**src/rtl/core/irctm_pkg.sv**
```systemverilog
package irctm_pkg;

	localparam int NUM_MACROS      = 4;
	localparam int STEPS_PER_MACRO = 8;
	localparam int NUM_WAKE        = 8;

	localparam int MACRO_STRIDE  = STEPS_PER_MACRO + 1;
	localparam int MACRO_ENTRIES = NUM_MACROS * MACRO_STRIDE;
	localparam int MADDR_W       = $clog2(MACRO_ENTRIES);
	localparam int MCNT_W        = $clog2(NUM_MACROS + 1);
	localparam int SCNT_W        = $clog2(STEPS_PER_MACRO + 1);
	localparam int WIDX_W        = $clog2(NUM_WAKE);
	localparam int ENTRY_W       = 48;

	localparam logic [ENTRY_W-1:0] EMPTY_ENTRY = '1;

	localparam logic [2:0] KIND_CODE     = 3'd0;
	localparam logic [2:0] KIND_WR_MACRO = 3'd1;
	localparam logic [2:0] KIND_WR_WAKE  = 3'd2;
	localparam logic [2:0] KIND_CL_MACRO = 3'd3;
	localparam logic [2:0] KIND_CL_WAKE  = 3'd4;
	localparam logic [2:0] KIND_RD_MACRO = 3'd5;
	localparam logic [2:0] KIND_RD_WAKE  = 3'd6;
	localparam logic [2:0] KIND_UNUSED   = 3'd7;

	localparam logic [2:0] ACT_TRANSMIT = 3'd0;
	localparam logic [2:0] ACT_WAKEUP   = 3'd1;
	localparam logic [2:0] ACT_RESET    = 3'd2;
	localparam logic [2:0] ACT_REBOOT   = 3'd3;
	localparam logic [2:0] ACT_FORWARD  = 3'd4;
	localparam logic [2:0] ACT_READ     = 3'd5;
	localparam logic [2:0] ACT_ACK      = 3'd6;
	localparam logic [2:0] ACT_REJECT   = 3'd7;

	localparam logic [1:0] SRC_ZERO = 2'd0;
	localparam logic [1:0] SRC_RAM  = 2'd1;
	localparam logic [1:0] SRC_WAKE = 2'd2;
	localparam logic [1:0] SRC_CODE = 2'd3;

	typedef struct packed {
		logic       latch;
		logic       learn;
		logic       mwr;
		logic       wwr;
		logic       clr;
		logic       emit;
		logic [2:0] act;
		logic [1:0] src;
		logic       asel_scan;
		logic       m_init;
		logic       m_next;
		logic       s_init;
		logic       s_inc;
		logic       w_lo;
		logic       w_hi;
		logic       w_inc;
		logic       flush;
	} cmd_t;

	typedef struct packed {
		logic [2:0] kind;
		logic       macro_ok;
		logic       wake_ok;
		logic       repeat_req;
		logic       host_up;
		logic       ram_empty;
		logic       ram_match;
		logic       wk_empty;
		logic       wk_match;
		logic       rbt_match;
		logic       m_end;
		logic       s_end;
		logic       w_lo_end;
		logic       w_hi_end;
		logic       emit_ok;
		logic       flush_done;
	} sts_t;

endpackage

```
**src/rtl/core/irctm_ram.sv**
```systemverilog
module irctm_ram #(
	parameter int WIDTH = 48,
	parameter int DEPTH = 36
) (
	input  logic                     clk,
	input  logic                     we,
	input  logic [$clog2(DEPTH)-1:0] waddr,
	input  logic [WIDTH-1:0]         wdata,
	input  logic [$clog2(DEPTH)-1:0] raddr,
	output logic [WIDTH-1:0]         rdata
);

	logic [WIDTH-1:0] mem [DEPTH];

	always_ff @(posedge clk) begin
		if (we) begin
			mem[waddr] <= wdata;
		end
		rdata <= mem[raddr];
	end

endmodule

```
**src/rtl/core/irctm_ctrl.sv**
```systemverilog
module irctm_ctrl (
	input  logic             clk,
	input  logic             arst_n,
	input  logic             s_tvalid,
	output logic             s_tready,
	input  irctm_pkg::sts_t  sts,
	output irctm_pkg::cmd_t  cmd
);

	localparam logic [3:0] ST_IDLE    = 4'd0;
	localparam logic [3:0] ST_DEC     = 4'd1;
	localparam logic [3:0] ST_RDM     = 4'd2;
	localparam logic [3:0] ST_TRIG_RD = 4'd3;
	localparam logic [3:0] ST_TRIG    = 4'd4;
	localparam logic [3:0] ST_STEP_RD = 4'd5;
	localparam logic [3:0] ST_STEP    = 4'd6;
	localparam logic [3:0] ST_WSTART  = 4'd7;
	localparam logic [3:0] ST_WLO     = 4'd8;
	localparam logic [3:0] ST_WHI     = 4'd9;
	localparam logic [3:0] ST_RBT     = 4'd10;
	localparam logic [3:0] ST_FWD     = 4'd11;
	localparam logic [3:0] ST_FLUSH   = 4'd12;

	logic [3:0] state_q;
	logic [3:0] nxt;

	assign s_tready = (state_q == ST_IDLE);

	always_ff @(posedge clk or negedge arst_n) begin
		if (!arst_n) begin
			state_q <= ST_IDLE;
		end else begin
			state_q <= nxt;
		end
	end

	always_comb begin
		cmd = '0;
		nxt = state_q;
		unique case (state_q)
			ST_IDLE: begin
				if (s_tvalid) begin
					cmd.latch = 1'b1;
					nxt = ST_DEC;
				end
			end
			ST_DEC: begin
				case (sts.kind) inside
					irctm_pkg::KIND_CODE: begin
						if (sts.repeat_req) begin
							nxt = ST_FWD;
						end else begin
							cmd.learn  = 1'b1;
							cmd.m_init = 1'b1;
							nxt = ST_TRIG_RD;
						end
					end
					irctm_pkg::KIND_WR_MACRO, irctm_pkg::KIND_CL_MACRO: begin
						cmd.emit = 1'b1;
						cmd.act  = sts.macro_ok ? irctm_pkg::ACT_ACK : irctm_pkg::ACT_REJECT;
						cmd.mwr  = sts.macro_ok && sts.emit_ok;
						cmd.clr  = (sts.kind == irctm_pkg::KIND_CL_MACRO);
						if (sts.emit_ok) nxt = ST_FLUSH;
					end
					irctm_pkg::KIND_WR_WAKE, irctm_pkg::KIND_CL_WAKE: begin
						cmd.emit = 1'b1;
						cmd.act  = sts.wake_ok ? irctm_pkg::ACT_ACK : irctm_pkg::ACT_REJECT;
						cmd.wwr  = sts.wake_ok && sts.emit_ok;
						cmd.clr  = (sts.kind == irctm_pkg::KIND_CL_WAKE);
						if (sts.emit_ok) nxt = ST_FLUSH;
					end
					irctm_pkg::KIND_RD_MACRO: begin
						if (sts.macro_ok) begin
							nxt = ST_RDM;
						end else begin
							cmd.emit = 1'b1;
							cmd.act  = irctm_pkg::ACT_REJECT;
							if (sts.emit_ok) nxt = ST_FLUSH;
						end
					end
					irctm_pkg::KIND_RD_WAKE: begin
						cmd.emit = 1'b1;
						if (sts.wake_ok) begin
							cmd.act = irctm_pkg::ACT_READ;
							cmd.src = irctm_pkg::SRC_WAKE;
						end else begin
							cmd.act = irctm_pkg::ACT_REJECT;
						end
						if (sts.emit_ok) nxt = ST_FLUSH;
					end
					default: begin
						cmd.emit = 1'b1;
						cmd.act  = irctm_pkg::ACT_REJECT;
						if (sts.emit_ok) nxt = ST_FLUSH;
					end
				endcase
			end
			ST_RDM: begin
				cmd.emit = 1'b1;
				cmd.act  = irctm_pkg::ACT_READ;
				cmd.src  = irctm_pkg::SRC_RAM;
				if (sts.emit_ok) nxt = ST_FLUSH;
			end
			ST_TRIG_RD: begin
				cmd.asel_scan = 1'b1;
				nxt = sts.m_end ? ST_WSTART : ST_TRIG;
			end
			ST_TRIG: begin
				cmd.asel_scan = 1'b1;
				if (sts.ram_empty) begin
					nxt = ST_WSTART;
				end else if (sts.ram_match) begin
					cmd.s_init = 1'b1;
					nxt = ST_STEP_RD;
				end else begin
					cmd.m_next = 1'b1;
					nxt = ST_TRIG_RD;
				end
			end
			ST_STEP_RD: begin
				cmd.asel_scan = 1'b1;
				nxt = ST_STEP;
			end
			ST_STEP: begin
				cmd.asel_scan = 1'b1;
				if (sts.ram_empty) begin
					cmd.m_next = 1'b1;
					nxt = ST_TRIG_RD;
				end else begin
					cmd.emit = 1'b1;
					cmd.act  = irctm_pkg::ACT_TRANSMIT;
					cmd.src  = irctm_pkg::SRC_RAM;
					if (sts.emit_ok) begin
						if (sts.s_end) begin
							cmd.m_next = 1'b1;
							nxt = ST_TRIG_RD;
						end else begin
							cmd.s_inc = 1'b1;
							nxt = ST_STEP_RD;
						end
					end
				end
			end
			ST_WSTART: begin
				// The lower half of the wake slots is only checked while the host is down.
				if (sts.host_up) begin
					cmd.w_hi = 1'b1;
					nxt = ST_WHI;
				end else begin
					cmd.w_lo = 1'b1;
					nxt = ST_WLO;
				end
			end
			ST_WLO: begin
				cmd.asel_scan = 1'b1;
				if (sts.w_lo_end || sts.wk_empty) begin
					cmd.w_hi = 1'b1;
					nxt = ST_WHI;
				end else if (sts.wk_match) begin
					cmd.emit  = 1'b1;
					cmd.act   = irctm_pkg::ACT_WAKEUP;
					cmd.w_inc = sts.emit_ok;
				end else begin
					cmd.w_inc = 1'b1;
				end
			end
			ST_WHI: begin
				cmd.asel_scan = 1'b1;
				if (sts.w_hi_end || sts.wk_empty) begin
					nxt = ST_RBT;
				end else if (sts.wk_match) begin
					cmd.emit  = 1'b1;
					cmd.act   = irctm_pkg::ACT_RESET;
					cmd.w_inc = sts.emit_ok;
				end else begin
					cmd.w_inc = 1'b1;
				end
			end
			ST_RBT: begin
				if (sts.rbt_match) begin
					cmd.emit = 1'b1;
					cmd.act  = irctm_pkg::ACT_REBOOT;
					if (sts.emit_ok) nxt = ST_FLUSH;
				end else begin
					nxt = ST_FWD;
				end
			end
			ST_FWD: begin
				if (sts.host_up) begin
					cmd.emit = 1'b1;
					cmd.act  = irctm_pkg::ACT_FORWARD;
					cmd.src  = irctm_pkg::SRC_CODE;
					if (sts.emit_ok) nxt = ST_FLUSH;
				end else begin
					nxt = ST_FLUSH;
				end
			end
			ST_FLUSH: begin
				cmd.flush = 1'b1;
				if (sts.flush_done) nxt = ST_IDLE;
			end
			default: begin
				nxt = ST_IDLE;
			end
		endcase
	end

endmodule

```
**src/rtl/core/irctm_dp.sv**
```systemverilog
module irctm_dp (
	input  logic                          clk,
	input  logic                          arst_n,
	input  logic [63:0]                   s_tdata,
	input  logic [2:0]                    s_tuser,
	input  irctm_pkg::cmd_t               cmd,
	output irctm_pkg::sts_t               sts,
	output logic                          m_tvalid,
	input  logic                          m_tready,
	output logic [irctm_pkg::ENTRY_W-1:0] m_tdata,
	output logic [2:0]                    m_tuser,
	output logic                          m_tlast
);

	// Item fields.
	logic [2:0]                    kind_q;
	logic [2:0]                    slot_q;
	logic [3:0]                    pos_q;
	logic [irctm_pkg::ENTRY_W-1:0] code_q;
	logic [7:0]                    flags_q;
	logic                          repeat_q;
	logic                          host_q;

	logic [irctm_pkg::MCNT_W-1:0]  m_q;
	logic [irctm_pkg::MADDR_W-1:0] base_q;
	logic [irctm_pkg::SCNT_W-1:0]  s_q;
	logic [irctm_pkg::WIDX_W-1:0]  w_q;

	logic [irctm_pkg::MACRO_ENTRIES-1:0] valid_q;
	logic                                rvld_q;
	logic [irctm_pkg::ENTRY_W-1:0]       wake_q [irctm_pkg::NUM_WAKE];

	logic                          pend_vld_q;
	logic [2:0]                    pend_act_q;
	logic [irctm_pkg::ENTRY_W-1:0] pend_dat_q;
	logic                          out_vld_q;
	logic [2:0]                    out_act_q;
	logic [irctm_pkg::ENTRY_W-1:0] out_dat_q;
	logic                          out_last_q;

	logic [irctm_pkg::MADDR_W-1:0] midx;
	logic [irctm_pkg::MADDR_W-1:0] raddr;
	logic [irctm_pkg::ENTRY_W-1:0] wr_entry;
	logic [irctm_pkg::ENTRY_W-1:0] ram_rdata;
	logic [irctm_pkg::ENTRY_W-1:0] ram_ent;
	logic [irctm_pkg::WIDX_W-1:0]  widx;
	logic [irctm_pkg::ENTRY_W-1:0] wk_ent;
	logic [irctm_pkg::ENTRY_W-1:0] res_dat;
	logic                          out_free;
	logic                          emit_ok;
	logic                          out_load;

	assign midx = irctm_pkg::MADDR_W'(int'(slot_q) * irctm_pkg::MACRO_STRIDE + int'(pos_q));
	assign raddr = cmd.asel_scan ? (base_q + irctm_pkg::MADDR_W'(s_q)) : midx;
	assign wr_entry = cmd.clr ? irctm_pkg::EMPTY_ENTRY : {code_q[irctm_pkg::ENTRY_W-1:8], flags_q};

	irctm_ram #(
		.WIDTH (irctm_pkg::ENTRY_W),
		.DEPTH (irctm_pkg::MACRO_ENTRIES)
	) u_macro_ram (
		.clk   (clk),
		.we    (cmd.mwr),
		.waddr (midx),
		.wdata (wr_entry),
		.raddr (raddr),
		.rdata (ram_rdata)
	);

	// An entry never written since reset reads as empty.
	assign ram_ent = rvld_q ? ram_rdata : irctm_pkg::EMPTY_ENTRY;

	assign widx   = cmd.asel_scan ? w_q : slot_q[irctm_pkg::WIDX_W-1:0];
	assign wk_ent = wake_q[widx];

	always_comb begin
		case (cmd.src)
			irctm_pkg::SRC_RAM:  res_dat = ram_ent;
			irctm_pkg::SRC_WAKE: res_dat = wk_ent;
			irctm_pkg::SRC_CODE: res_dat = {code_q[irctm_pkg::ENTRY_W-1:8], 7'd0, repeat_q};
			default:             res_dat = '0;
		endcase
	end

	assign out_free = !out_vld_q || m_tready;
	assign emit_ok  = !pend_vld_q || out_free;
	assign out_load = pend_vld_q && ((cmd.emit && emit_ok) || (cmd.flush && out_free));

	always_comb begin
		sts            = '0;
		sts.kind       = kind_q;
		sts.macro_ok   = (int'(slot_q) < irctm_pkg::NUM_MACROS) &&
			(int'(pos_q) <= irctm_pkg::STEPS_PER_MACRO);
		sts.wake_ok    = (int'(slot_q) < irctm_pkg::NUM_WAKE);
		sts.repeat_req = repeat_q;
		sts.host_up    = host_q;
		sts.ram_empty  = (ram_ent == irctm_pkg::EMPTY_ENTRY);
		sts.ram_match  = (ram_ent == code_q);
		sts.wk_empty   = (wk_ent == irctm_pkg::EMPTY_ENTRY);
		sts.wk_match   = (wk_ent == code_q);
		sts.rbt_match  = (wake_q[irctm_pkg::NUM_WAKE-1] == code_q);
		sts.m_end      = (m_q == irctm_pkg::MCNT_W'(irctm_pkg::NUM_MACROS));
		sts.s_end      = (s_q == irctm_pkg::SCNT_W'(irctm_pkg::STEPS_PER_MACRO));
		sts.w_lo_end   = (w_q == irctm_pkg::WIDX_W'(irctm_pkg::NUM_WAKE / 2));
		sts.w_hi_end   = (w_q == irctm_pkg::WIDX_W'(irctm_pkg::NUM_WAKE - 1));
		sts.emit_ok    = emit_ok;
		sts.flush_done = emit_ok;
	end

	always_ff @(posedge clk) begin
		if (cmd.latch) begin
			kind_q   <= s_tuser;
			slot_q   <= s_tdata[2:0];
			pos_q    <= s_tdata[6:3];
			code_q   <= {s_tdata[14:7], s_tdata[30:15], s_tdata[46:31], 8'd0};
			flags_q  <= s_tdata[54:47];
			repeat_q <= s_tdata[55];
			host_q   <= s_tdata[56];
		end
	end

	always_ff @(posedge clk or negedge arst_n) begin
		if (!arst_n) begin
			m_q    <= '0;
			base_q <= '0;
			s_q    <= '0;
			w_q    <= '0;
		end else begin
			if (cmd.m_init) begin
				m_q    <= '0;
				base_q <= '0;
				s_q    <= '0;
			end else if (cmd.m_next) begin
				m_q    <= m_q + 1'b1;
				base_q <= base_q + irctm_pkg::MADDR_W'(irctm_pkg::MACRO_STRIDE);
				s_q    <= '0;
			end else if (cmd.s_init) begin
				s_q <= irctm_pkg::SCNT_W'(1);
			end else if (cmd.s_inc) begin
				s_q <= s_q + 1'b1;
			end
			if (cmd.w_lo) begin
				w_q <= '0;
			end else if (cmd.w_hi) begin
				w_q <= irctm_pkg::WIDX_W'(irctm_pkg::NUM_WAKE / 2);
			end else if (cmd.w_inc) begin
				w_q <= w_q + 1'b1;
			end
		end
	end

	always_ff @(posedge clk or negedge arst_n) begin
		if (!arst_n) begin
			valid_q <= '0;
			rvld_q  <= 1'b0;
			for (int i = 0; i < irctm_pkg::NUM_WAKE; i++) begin
				wake_q[i] <= irctm_pkg::EMPTY_ENTRY;
			end
		end else begin
			if (cmd.mwr) begin
				valid_q[midx] <= 1'b1;
			end
			rvld_q <= (int'(raddr) < irctm_pkg::MACRO_ENTRIES) && valid_q[raddr];
			if (cmd.wwr) begin
				wake_q[slot_q[irctm_pkg::WIDX_W-1:0]] <= wr_entry;
			end else if (cmd.learn && (wake_q[0] == irctm_pkg::EMPTY_ENTRY)) begin
				wake_q[0] <= code_q;
			end
		end
	end

	// One result is held back so that the final one can be marked on flush.
	always_ff @(posedge clk or negedge arst_n) begin
		if (!arst_n) begin
			pend_vld_q <= 1'b0;
			out_vld_q  <= 1'b0;
		end else begin
			if (out_load) begin
				out_vld_q <= 1'b1;
			end else if (m_tready) begin
				out_vld_q <= 1'b0;
			end
			if (cmd.emit && emit_ok) begin
				pend_vld_q <= 1'b1;
			end else if (cmd.flush && out_load) begin
				pend_vld_q <= 1'b0;
			end
		end
	end

	always_ff @(posedge clk) begin
		if (cmd.emit && emit_ok) begin
			if (pend_vld_q) begin
				out_act_q  <= pend_act_q;
				out_dat_q  <= pend_dat_q;
				out_last_q <= 1'b0;
			end
			pend_act_q <= cmd.act;
			pend_dat_q <= res_dat;
		end else if (cmd.flush && pend_vld_q && out_free) begin
			out_act_q  <= pend_act_q;
			out_dat_q  <= pend_dat_q;
			out_last_q <= 1'b1;
		end
	end

	assign m_tvalid = out_vld_q;
	assign m_tuser  = out_act_q;
	assign m_tdata  = {out_dat_q[7:0], out_dat_q[23:8], out_dat_q[39:24], out_dat_q[47:40]};
	assign m_tlast  = out_last_q;

endmodule

```
**src/rtl/core/ir_code_trigger_matcher.sv**
```systemverilog
// IR code trigger matcher. Each beat on the slave side is one item: a received IR code or a
// write, clear or read of one macro or wake table entry; its results leave on the master side,
// tlast marking the final one, and a received code with nothing to report gives none. One item
// is handled at a time. A received code is paced by the single read port of the macro table
// memory: each trigger or step read passes through a read state and a check state, the wake
// slots are checked one by one, and a stall on the master side holds the scan. The macro table
// is cleared by per-entry valid flags at reset, with no clearing pass.
module ir_code_trigger_matcher (
	input  logic        clk,
	input  logic        arst_n,
	input  logic        s_tvalid,
	output logic        s_tready,
	// slot[2:0], position[6:3], protocol[14:7], address[30:15], command[46:31],
	// flags[54:47], repeat_req[55], host_up[56], zero fill[63:57]
	input  logic [63:0] s_tdata,
	// kind[2:0]
	input  logic [2:0]  s_tuser,
	output logic        m_tvalid,
	input  logic        m_tready,
	// protocol_out[7:0], address_out[23:8], command_out[39:24], flags_out[47:40]
	output logic [47:0] m_tdata,
	// action[2:0]
	output logic [2:0]  m_tuser,
	output logic        m_tlast
);

	irctm_pkg::cmd_t cmd;
	irctm_pkg::sts_t sts;

	irctm_ctrl u_ctrl (
		.clk      (clk),
		.arst_n   (arst_n),
		.s_tvalid (s_tvalid),
		.s_tready (s_tready),
		.sts      (sts),
		.cmd      (cmd)
	);

	irctm_dp u_dp (
		.clk      (clk),
		.arst_n   (arst_n),
		.s_tdata  (s_tdata),
		.s_tuser  (s_tuser),
		.cmd      (cmd),
		.sts      (sts),
		.m_tvalid (m_tvalid),
		.m_tready (m_tready),
		.m_tdata  (m_tdata),
		.m_tuser  (m_tuser),
		.m_tlast  (m_tlast)
	);

endmodule

```
**config.mk**
```make
export PLATFORM = sky130hd
export DESIGN_NAME = ir_code_trigger_matcher
export DESIGN_NICKNAME = d
export VERILOG_FILES = /design/src/rtl/core/irctm_pkg.sv /design/src/rtl/core/irctm_ram.sv /design/src/rtl/core/irctm_ctrl.sv /design/src/rtl/core/irctm_dp.sv /design/src/rtl/core/ir_code_trigger_matcher.sv
export SDC_FILE = /design/constraint.sdc
export NUM_CORES = 2
export LEC_CHECK = 0
export BUFFER_PORTS_ARGS = -buffer_cell sky130_fd_sc_hd__buf_2
export CAP_MARGIN = 20
export CORE_MARGIN = 2
export CORE_UTILIZATION = 45
export DETAILED_ROUTE_END_ITERATION = 10
export SETUP_SLACK_MARGIN = 0.05
export SYNTH_ARGS = -nofsm -noshare
export SYNTH_HDL_FRONTEND = slang
export SYNTH_SLANG_ARGS = --single-unit
```
**constraint.sdc**
```tcl
create_clock -name clk -period 12.75 [get_ports clk]
set_clock_uncertainty 0.15 [all_clocks]
set_input_delay 1.275 -clock clk [delete_from_list [all_inputs] [get_ports clk]]
set_output_delay 1.275 -clock clk [all_outputs]
set_load 0.05 [all_outputs]
```
==> metrics.csv <==
stage,metric,value,unit
synthesis,Seq cells post-synth,2382,
cells_and_area,Final Util,51.1,%
clock_network,clock-pin slew on the worst setup and hold paths,0.06,ns
worst_setup_path,critical path type,reg2reg,
clock_network,htree depth,4,
sta,RSZ-0062 raised after global routing,no,
sta,final setup fails,0,
sta,Worst-Margin Slew,1.23,ns
synthesis,Synth Instances,5873,
worst_setup_path,Critical Path Fanout Max,48,
routing,DR DRC count,0,
min_path,hold path endpoint,u_dp.out_dat_q[0],
clock_network,setup bufs post-CTS,0,
routing,Via Count,54300,
sta,final period utilization,62.2,%
routing,DRT Pass-1 Iters,6,
routing,via/cell ratio,6.02,
synthesis,ys async rst share,18.6,%
floorplan,die area,0.218,mm^2
sta,Slew Limit Fails,0,
cells_and_area,nets,6079,
floorplan,core area,0.213,mm^2
sta,fmax,126,MHz
sta,Slew HR,17.1,%
worst_setup_path,type of origin of the critical path,register,
place,PortBufs,117,
power,Overall Power,29.9,mW
worst_setup_path,Reg-to-Reg End,u_dp.pend_dat_q[18],
synthesis,Cell variety after synth,79,
place,RePlAce Congestion,0.925,
floorplan,Die X,467,um
power,VDD IR-drop max,0.474,mV
power,Pwr Density,275,mW/mm^2
worst_setup_path,Worst Setup End Kind,register,
worst_setup_path,worst path required time,13.14,ns
sta,Fin Setup TNS,0,ns
grt,initial antenna violation count,5,
routing,routed len/inst,30.2,um
clock_network,cts bufs inserted,234,
clock_network,Worst-Skew Late Latency,0.87,ns
floorplan,IO Pins,125,
synthesis,number of synthesized flops with an enable pin,1891,
clock_network,hold bufs inserted after CTS,0,
worst_setup_path,R2R depth,14,
run,max-cap violations,0,
synthesis,Ys Warns,0,
synthesis,Netlist Area Pre-Place,0.0965,mm^2
sta,Min Hold Slack,0.238,ns
sta,setup slack after layout,4.82,ns
floorplan,Initial Util,45.4,%
place,pre-CTS WS,4.99,ns
synthesis,post-synthesis sequential area ratio,71.9,%
sta,Final Critical Period,7.93,ns
grt,gr usage total,24.9,%
routing,DRT iter0 DRCs,6704,
routing,total routed wirelength,272000,um
clock_network,clk buf depth,3,
min_path,worst min path class,reg2reg,
worst_setup_path,worst flop-to-flop path startpoint,u_ctrl.state_q[2],
clock_network,CTS tree,yes,
synthesis,Syn Nets,5966,
synthesis,Most used DFF post-synth,edfxtp_1,
cells_and_area,layout cells sized above 1,25.2,%
clock_network,CTS resizes,0,
floorplan,Die H,467,um
synthesis,Yosys top cell by area,edfxtp_1,
synthesis,area share of the largest cell type after synthesis,58.9,%
grt,vias in the first global route,53500,
synthesis,Area contributors post-synth,"edfxtp_1, mux4_2, dfstp_2, mux2i_1, nand2_1",
min_path,worst hold path stage count,0,
place,dpl hpwl,155000,um
min_path,min-delay src,u_dp.pend_dat_q[0],
run_status,outcome,"finished, final reports clean",
worst_setup_path,WP data arrival,8.33,ns
grt,first-pass GRT wire length,391000,um
cells_and_area,Layout area overhead,12.5,%
synthesis,Avg Inst Size Synth,16.4,um^2
floorplan,standard-cell row count,169,
worst_setup_path,register-to-register setup slack,4.82,ns
power,P_leak,36.4,nW
sta,Fin. Hold Viols,0,
grt,largest net degree at the start of global routing,179,
clock_network,clock sinks,2382,
clock_network,CTS root buffer,clkbuf_16,
cells_and_area,# fillers,17400,
routing,DRT antenna net count,0,
grt,global-route congestion overflow total,0,
[cells in the mapped netlist (all sizes together) (59+ instances only)]
cell / count
a211oi: 97
a21oi: 352
and2: 106
buf: 101
clkbuf: 287
dfrtp: 59
dfstp: 384
edfxtp: 1891
inv: 97
mux2i: 218
mux4: 451
nand2: 488
nand3: 73
nor2: 390
o21ai: 210
xnor2: 68
[worst max path at each step]
stage | depth (start not counted) | to | from
after global placement | 14 | u_dp.out_dat_q[18] | u_ctrl.state_q[2]
final | 14 | u_dp.pend_dat_q[18] | u_ctrl.state_q[2]
after CTS | 14 | u_dp.out_dat_q[2] | u_ctrl.state_q[2]
after global routing | 14 | u_dp.out_dat_q[2] | u_ctrl.state_q[2]
after floorplan | 16 | u_dp.m_tlast | u_ctrl.state_q[3]
after detailed placement | 14 | u_dp.out_dat_q[11] | u_ctrl.state_q[2]
[per-layer routing]
layer / part of all wire, % / wire, um / vias to the layer above / global-route usage [%]
li1: - / - / 23000 / -
met1: 44 / 119000 / 28800 / 36.6
met2: 47 / 129000 / 2123 / 39.2
met3: 6.7 / 18400 / 367 / 3.59
met4: 2.4 / 6440 / 0 / 6.19
met5: 0 / 0 / - / 0
[critical path: stages, from the launching register on]
cell      delay, ns
dfrtp_1        0.95
nor2_1         0.42
a221oi_1       0.42
o22a_4         0.69
buf_4          0.77
mux2i_1        0.17
a22o_1         0.27
a221oi_1       0.93
nor4bb_1       0.43
nand4_1        0.19
nor4_1         0.91
nor2b_1        0.25
a21oi_1        0.45
nor2_4         0.08
buf_4          0.32
[cell usage in the layout (no fill, tap or decap), types with 19 or more instances in the layout]
master,count
a211oi_1,96
nand3_1,73
mux4_2,450
clkbuf_8,22
o21ai_0,204
nand4_1,47
dfxtp_1,48
a22oi_1,23
a22o_1,28
nand2_1,488
a221o_1,29
buf_4,119
a311oi_1,48
clkbuf_1,69
buf_2,116
a31oi_1,51
clkinv_2,57
xor2_1,42
dfrtp_1,58
and2_1,104
dfstp_2,384
ha_1,20
clkinv_1,19
xnor2_1,68
a21oi_1,348
clkbuf_16,238
buf_12,20
nor4_1,34
inv_1,97
nor2_1,347
mux2i_1,217
nor2_4,41
or2_2,36
edfxtp_1,1891
[per-stage QoR]
step | cells | area (um^2)
after floorplan | 5873 | 96500
after global placement | 8553 | 101000
after detailed placement | 8554 | 101000
after CTS | 8992 | 108000
after global routing | 9011 | 108000
final | 9013 | 108000
[logic make-up (layout without fill, tap and decap cells)]
group           count (synthesis)  count (layout)  synth area share [%]
compound gates                934             934                  6.01
xor+xnor                      110             110                 0.999
fa+ha+maj                      22              22                 0.301
buf+inv                       486             801                  2.07
flops                        2382            2382                  71.9
mux                           676             676                  12.9
other cells                     0               4                     0
simple gates                 1263            1263                  5.89
[layout make-up]
| type | instances | area [um^2] | area share, % |
|---|---|---|---|
| clock buffer | 329 | 6520 | 6.01 |
| multi-input combinational | 3005 | 25700 | 23.6 |
| antenna | 4 | 10.0 | 0.00923 |
| timing repair buffer | 265 | 2120 | 1.95 |
| sequential | 2382 | 69300 | 63.9 |
| inverter | 98 | 368 | 0.339 |
| clock inverter | 109 | 982 | 0.905 |
| tap | 2821 | 3530 | 3.25 |
[power by group]
part           switching (mW)  internal [mW]  total (mW)
logic                    7.73           4.98        12.7
registers               0.711           9.71        10.4
clock network            2.98           3.77        6.75
total                    11.4           18.5        29.9
[sequential cells by signal (all words and copies together) (netlist names), 4 cells and up]
name	count
u_dp.s_q	4
u_dp.wake_q	384
u_dp.flags_q	8
u_dp.code_q	40
u_dp.pend_dat_q	48
u_dp.u_macro_ram.mem	1728
u_dp.out_dat_q	48
u_dp.base_q	6
u_dp.pos_q	4
u_ctrl.state_q	4
u_dp.u_macro_ram.rdata	48
u_dp.valid_q	36
Note: power is estimated with default switching activity, not from simulation.
